## config.mk

```make
export PLATFORM = sky130hd
export DESIGN_NAME = count_smaller_to_right_unit
export DESIGN_NICKNAME = d
export VERILOG_FILES = /design/src/design/cstr_pkg.sv /design/src/design/count_smaller_to_right_unit.sv
export SDC_FILE = /design/constraint.sdc
export NUM_CORES = 2
export LEC_CHECK = 0
export BUFFER_PORTS_ARGS = -buffer_cell sky130_fd_sc_hd__clkbuf_2
export CORE_MARGIN = 1.5
export CORE_UTILIZATION = 43
export CTS_BUF_LIST = sky130_fd_sc_hd__clkbuf_16
export DETAILED_ROUTE_END_ITERATION = 10
export HOLD_SLACK_MARGIN = 0.06
export PLACE_DENSITY = 0.61
export SLEW_MARGIN = 20
export SYNTH_ARGS = -nofsm -noshare
export SYNTH_HDL_FRONTEND = slang
export SYNTH_SLANG_ARGS = --single-unit
```

## constraint.sdc

```tcl
create_clock -name aclk -period 4.1 [get_ports aclk]
set_input_delay 0.615 -clock aclk [delete_from_list [all_inputs] [get_ports aclk]]
set_output_delay 0.615 -clock aclk [all_outputs]
set_load 0.005 [all_outputs]
```

## src/design/cstr_pkg.sv

```systemverilog
// Shared constants for the count-smaller-to-right unit.
// Fixed result field widths; no dependencies.
`default_nettype none

package cstr_pkg;

    // Width of the position field of a result
    localparam int unsigned POSITION_W = 6;

    // Width of the smaller-count field of a result
    localparam int unsigned SMALLER_W = 6;

endpackage

`default_nettype wire

```

## src/design/count_smaller_to_right_unit.sv

```systemverilog
// Count-smaller-to-right unit: top level, sequencer, value memory and compare unit.
// Depends on cstr_pkg for the result field widths.
`default_nettype none

// Values stream in one per cycle and are stored in arrival order; the transfer
// flagged last closes the set. Values past MAX_N are dropped and every result of
// that set carries truncated. After the set is closed, the block walks each
// position i, reads its value as the key, then streams the later entries through
// one signed comparator, one entry per cycle, and counts the strictly smaller
// ones. One result per position is emitted in original order, the final one
// with last_result set. Each position passes through ST_KEY, ST_KEY_CAP,
// ST_SCAN and ST_OUT in order, with the single memory read port feeding the
// comparator; the result channel can hold ST_OUT. s_ready is low for the
// whole closing phase.
module count_smaller_to_right_unit #(
    parameter int unsigned MAX_N       = 64,
    parameter int unsigned VALUE_WIDTH = 32
) (
    input  wire                                 aclk,
    input  wire                                 aresetn,
    // input channel
    input  wire                                 s_valid,
    output logic                                s_ready,
    input  wire  signed [VALUE_WIDTH-1:0]       s_value,
    input  wire                                 s_last,
    // result channel
    output logic                                m_valid,
    input  wire                                 m_ready,
    output logic [cstr_pkg::POSITION_W-1:0]     m_position,
    output logic [cstr_pkg::SMALLER_W-1:0]      m_smaller_count,
    output logic                                m_last_result,
    output logic                                m_truncated
);

    localparam int unsigned IDX_W = $clog2(MAX_N);
    localparam int unsigned CNT_W = $clog2(MAX_N + 1);
    localparam logic [CNT_W-1:0] MAX_N_C = CNT_W'(MAX_N);
    localparam logic [CNT_W-1:0] ONE_C   = CNT_W'(1);

    typedef enum logic [2:0] {
        ST_LOAD,
        ST_KEY,
        ST_KEY_CAP,
        ST_SCAN,
        ST_OUT
    } state_t;

    state_t                         state_reg, state_next;
    logic [CNT_W-1:0]               loaded_reg, loaded_next;
    logic                           overflow_reg, overflow_next;
    logic [CNT_W-1:0]               i_reg, i_next;
    logic [CNT_W-1:0]               j_reg, j_next;
    logic [IDX_W-1:0]               cnt_reg, cnt_next;
    logic                           cmp_valid_reg, cmp_valid_next;
    logic signed [VALUE_WIDTH-1:0]  key_reg, key_next;

    logic [VALUE_WIDTH-1:0]         value_mem [MAX_N];
    logic signed [VALUE_WIDTH-1:0]  rd_data_reg;
    logic [IDX_W-1:0]               rd_addr;
    logic                           wr_en;
    logic                           in_xfer;
    logic                           out_xfer;
    logic                           is_final;
    logic                           smaller;

    assign in_xfer  = s_valid && s_ready;
    assign out_xfer = m_valid && m_ready;
    assign wr_en    = in_xfer && (loaded_reg < MAX_N_C);
    assign is_final = ((i_reg + ONE_C) == loaded_reg);
    assign smaller  = (rd_data_reg < key_reg);

    // Select the read address: the key in ST_KEY, the scan pointer otherwise
    always_comb begin
        if (state_reg == ST_KEY) begin
            rd_addr = i_reg[IDX_W-1:0];
        end else begin
            rd_addr = j_reg[IDX_W-1:0];
        end
    end

    // Value memory: one write port, one registered read port
    always_ff @(posedge aclk) begin
        if (wr_en) begin
            value_mem[loaded_reg[IDX_W-1:0]] <= s_value;
        end
        rd_data_reg <= $signed(value_mem[rd_addr]);
    end

    // Sequencer next-state logic
    always_comb begin
        state_next     = state_reg;
        loaded_next    = loaded_reg;
        overflow_next  = overflow_reg;
        i_next         = i_reg;
        j_next         = j_reg;
        cnt_next       = cnt_reg;
        cmp_valid_next = 1'b0;
        key_next       = key_reg;
        case (state_reg)
            ST_LOAD: begin
                if (in_xfer) begin
                    if (loaded_reg < MAX_N_C) begin
                        loaded_next = loaded_reg + ONE_C;
                    end else begin
                        overflow_next = 1'b1;
                    end
                    if (s_last) begin
                        i_next     = '0;
                        state_next = ST_KEY;
                    end
                end
            end
            ST_KEY: begin
                state_next = ST_KEY_CAP;
            end
            ST_KEY_CAP: begin
                // capture the key, start the scan right after it
                key_next   = rd_data_reg;
                cnt_next   = '0;
                j_next     = i_reg + ONE_C;
                state_next = ST_SCAN;
            end
            ST_SCAN: begin
                // count the entry read last cycle
                if (cmp_valid_reg && smaller) begin
                    cnt_next = cnt_reg + IDX_W'(1);
                end
                // issue the next read, or finish
                if (j_reg < loaded_reg) begin
                    j_next         = j_reg + ONE_C;
                    cmp_valid_next = 1'b1;
                end else begin
                    state_next = ST_OUT;
                end
            end
            ST_OUT: begin
                if (out_xfer) begin
                    if (is_final) begin
                        loaded_next   = '0;
                        overflow_next = 1'b0;
                        state_next    = ST_LOAD;
                    end else begin
                        i_next     = i_reg + ONE_C;
                        state_next = ST_KEY;
                    end
                end
            end
            default: begin
                state_next = ST_LOAD;
            end
        endcase
    end

    // Hold state and registered outputs
    always_ff @(posedge aclk) begin
        if (!aresetn) begin
            state_reg     <= ST_LOAD;
            loaded_reg    <= '0;
            overflow_reg  <= 1'b0;
            cmp_valid_reg <= 1'b0;
            i_reg         <= '0;
            j_reg         <= '0;
            cnt_reg       <= '0;
        end else begin
            state_reg     <= state_next;
            loaded_reg    <= loaded_next;
            overflow_reg  <= overflow_next;
            cmp_valid_reg <= cmp_valid_next;
            i_reg         <= i_next;
            j_reg         <= j_next;
            cnt_reg       <= cnt_next;
        end
        key_reg <= key_next;
    end

    // Drive the channels
    assign s_ready         = (state_reg == ST_LOAD);
    assign m_valid         = (state_reg == ST_OUT);
    assign m_position      = cstr_pkg::POSITION_W'(i_reg[IDX_W-1:0]);
    assign m_smaller_count = cstr_pkg::SMALLER_W'(cnt_reg);
    assign m_last_result   = is_final;
    assign m_truncated     = overflow_reg;

    // The final position has no later elements to count
    a_final_zero: assert property (@(posedge aclk) disable iff (!aresetn)
        (m_valid && m_last_result) |-> (m_smaller_count == '0))
        else $error("final result has a nonzero count");

    // A count never exceeds the number of later elements
    a_count_bound: assert property (@(posedge aclk) disable iff (!aresetn)
        m_valid |-> ((CNT_W'(cnt_reg) + i_reg) < loaded_reg))
        else $error("count exceeds later elements");

    // The fill count stays within capacity
    a_fill_bound: assert property (@(posedge aclk) disable iff (!aresetn)
        loaded_reg <= MAX_N_C)
        else $error("fill count beyond capacity");

    // Loading and emitting never overlap
    a_phase_excl: assert property (@(posedge aclk) disable iff (!aresetn)
        !(s_ready && m_valid))
        else $error("input ready while a result is offered");

endmodule

`default_nettype wire
```

==> results.tsv <==
metric	value	unit
status	complete, no violations	
post-route-period-util	98.6	%
power.share.clock	37.1	%
syn_inst	5099	
worst-setup-path-type	reg -> reg	
ff2ff_path_depth	10	
vias	49900	
drive_gt1_share	17.7	%
synth_most_common_cell	edfxtp_1	
hold_class	in -> reg	
critical_path.endpoint	rd_data_reg[31]	
sequentialPowerShare	48.4	%
largest_register_ffs	2048	
core-area	195000	µm²
p_comb_share	14.5	%
switching_share	26.1	%
routed_wl	261000	µm
skew	0.0204	ns
htreeDepth	4	
regArea	63700	µm²
clk_pin_slew	0.06	ns
drtPass1Iterations	8	
vias_per_cell	6.16	
drt_iter0_markers	7696	
r2r_slack	0.06	ns
final_hold_viol_count	0	
dpl_cell_area	90100	µm²
grt_first_pass_wirelength	366000	µm
worst_pin_slew	1.12	ns
start_kind	register	
fmax	247	MHz
power_density	533	nW/µm²
async_flop_share	0	%
clk_latency	0.88	ns
initial_core_util	43.2	%
synth_nets	5177	
synth_area_leader_cell	edfxtp_1	
cp_cell_sequence	or3b_4 > a21oi_4 > buf_12 > buf_4 > mux2i_1 > mux2i_1 > a22o_1 > a221oi_2 > buf_4 > or4b_1	
cp_slowest_cell	or3b_4	
worst_hold_slack	0.121	ns
p_int	38200	µW
synthTopCellsByCount	edfxtp_1, nand2_1, nand3_1	
multiInputGateArea	19200	µm²
die_area	198000	µm²
areaGrowthSynthToFinish	15.3	%
grt_antenna_before_repair	9	
wl_per_cell	32.3	µm
dp_slack	-0.214	ns
peakVddDrop	0.000440	V
synth-edff-count	2080	
ys.flop_type	edfxtp_1	
stdcell_area	97000	µm²
crit_fanout	43	
critPathArrivalTime	4.78	ns
setup_ws	0.0577	ns
p_total	51700	µW
finalSetupViolations	0	
slew_headroom	25.5	%
cts_tree	done	
grt_use_total	26.1	%
drv_slew	0	
syn_area	84100	µm²
synth_cell_types	78	
row_count	162	
clk_path_buf_depth	3	
io-pin-count	53	
die_h	445	µm
layout_min_cycle_time	4.04	ns
cap_violations	0	
clock_sinks	2144	
synth_seq_cells	2144	
grt_max_degree	65	
final_cells	8097	
ys_warn_count	0	
r2r-start	state_reg[0]	
nNetsFinal	5448	
yosysTopAreaCellShare	74.2	%
r2r-end	rd_data_reg[31]	
die_w	445	µm
startpoint	state_reg[0]	
grt_pass1_vias	47100	
port_buffers	52	
numCtsBuffers	212	
max_stage_delay	0.54	ns
switchingPower	13500	µW
dp_hpwl	153000	µm
ys_seq_area_share	75.7	%
gr-total-overflow	0	
end_kind	register	
place_congestion	0.876	
avgSynthCellArea	16.5	µm²
clock-root-buffer	clkbuf_16	
synthTopCellsByArea	edfxtp_1, mux4_2, nand2_1	
drc_errors	0	
required	4.84	ns
rsz0062_at_grt	no	
ant_nets	0	
fillers	15800	
p_leak	0.0326	µW
post-place-cells	7694	
metrics by stage:
stage / util, % / setup TNS (ns)
4_1_cts: 49.8 / 0
2_1_floorplan: - / 0
6_report: 49.9 / 0
3_3_place_gp: 46.3 / -0.136
3_5_place_dp: 46.3 / -0.280
5_1_grt: 49.9 / 0
placed cells by master, fill, tap and decap left out, drive strengths merged, types with 39 or more instances in the layout:
master / instances
nand4: 57
a21oi: 66
clkinv: 99
o2111ai: 39
inv: 121
a211oi: 43
nand2: 871
a22oi: 81
buf: 303
mux4: 217
mux2i: 236
ha: 41
nor2: 129
edfxtp: 2080
dfxtp: 64
nand3: 410
clkbuf: 266
a31oi: 55
repair_timing:
action | 4_1_cts | 5_1_grt
setup buffers | 0 | 0
resized for setup | 2 | 0
setup endpoints to repair | 2 | 0
endpoints found under the hold margin | 2 | 0
hold buffers | 2 | 0
worst min-delay path by stage:
stage | slack, ns | cells past startpoint | end | startpoint
detailed placement | 0.44 | 0 | key_reg[3] | rd_data_reg[3]
global route | 0.08 | 1 | value_mem[40][8] | s_value[8]
finish | 0.12 | 1 | value_mem[40][8] | s_value[8]
CTS | 0.08 | 1 | value_mem[40][8] | s_value[8]
global placement | 0.42 | 0 | key_reg[13] | rd_data_reg[13]
floorplan | 0.40 | 0 | key_reg[0] | rd_data_reg[0]
critical path, delay by kind of cell, from the launching register on:
family                 cells  cell delay, ns
AO/OA/AOI/OAI              3            1.16
buffers and inverters      3            0.94
flip-flops                 1            0.46
multiplexers               2            0.36
AND/OR/NAND/NOR            2            0.96
layer usage:
metal | track usage [%] | vias to the layer above | part of all wire, %
met4 | 8.79 | 4 | 3.7
met1 | 37.5 | 25900 | 40
met3 | 4.73 | 507 | 11
met2 | 40.3 | 3024 | 46
met5 | 0 | - | 0.012
li1 | - | 20500 | -
final cells by class:
type                       instances  area share, %
inverter                          69          0.267
tap                             2542           3.28
timing repair buffer             356           3.95
clock inverter                   178           1.49
multi-input combinational       2587           19.8
antenna                            6         0.0155
sequential                      2144           65.7
clock buffer                     215           5.54
cell families after synthesis:
logic type | count (synthesis) | synth area share, %
AO/OA/AOI/OAI | 476 | 4.18
adder cells (fa/ha/maj) | 41 | 0.610
multiplexers | 462 | 8.74
AND/OR/NAND/NOR | 1594 | 8.36
flip-flops | 2144 | 75.7
buffers and inverters | 368 | 2.16
XOR/XNOR | 14 | 0.195
power groups by stage:
stage / clock network (µW) / logic, µW / registers (µW)
2_1_floorplan: 0 / 4890 / 25200
3_3_place_gp: 0 / 7350 / 25500
3_5_place_dp: 0 / 7420 / 25500
4_1_cts: 19300 / 7450 / 25000
5_1_grt: 20200 / 7990 / 25000
6_report: 19200 / 7500 / 25000
Note: power is estimated with default switching activity, not from simulation.
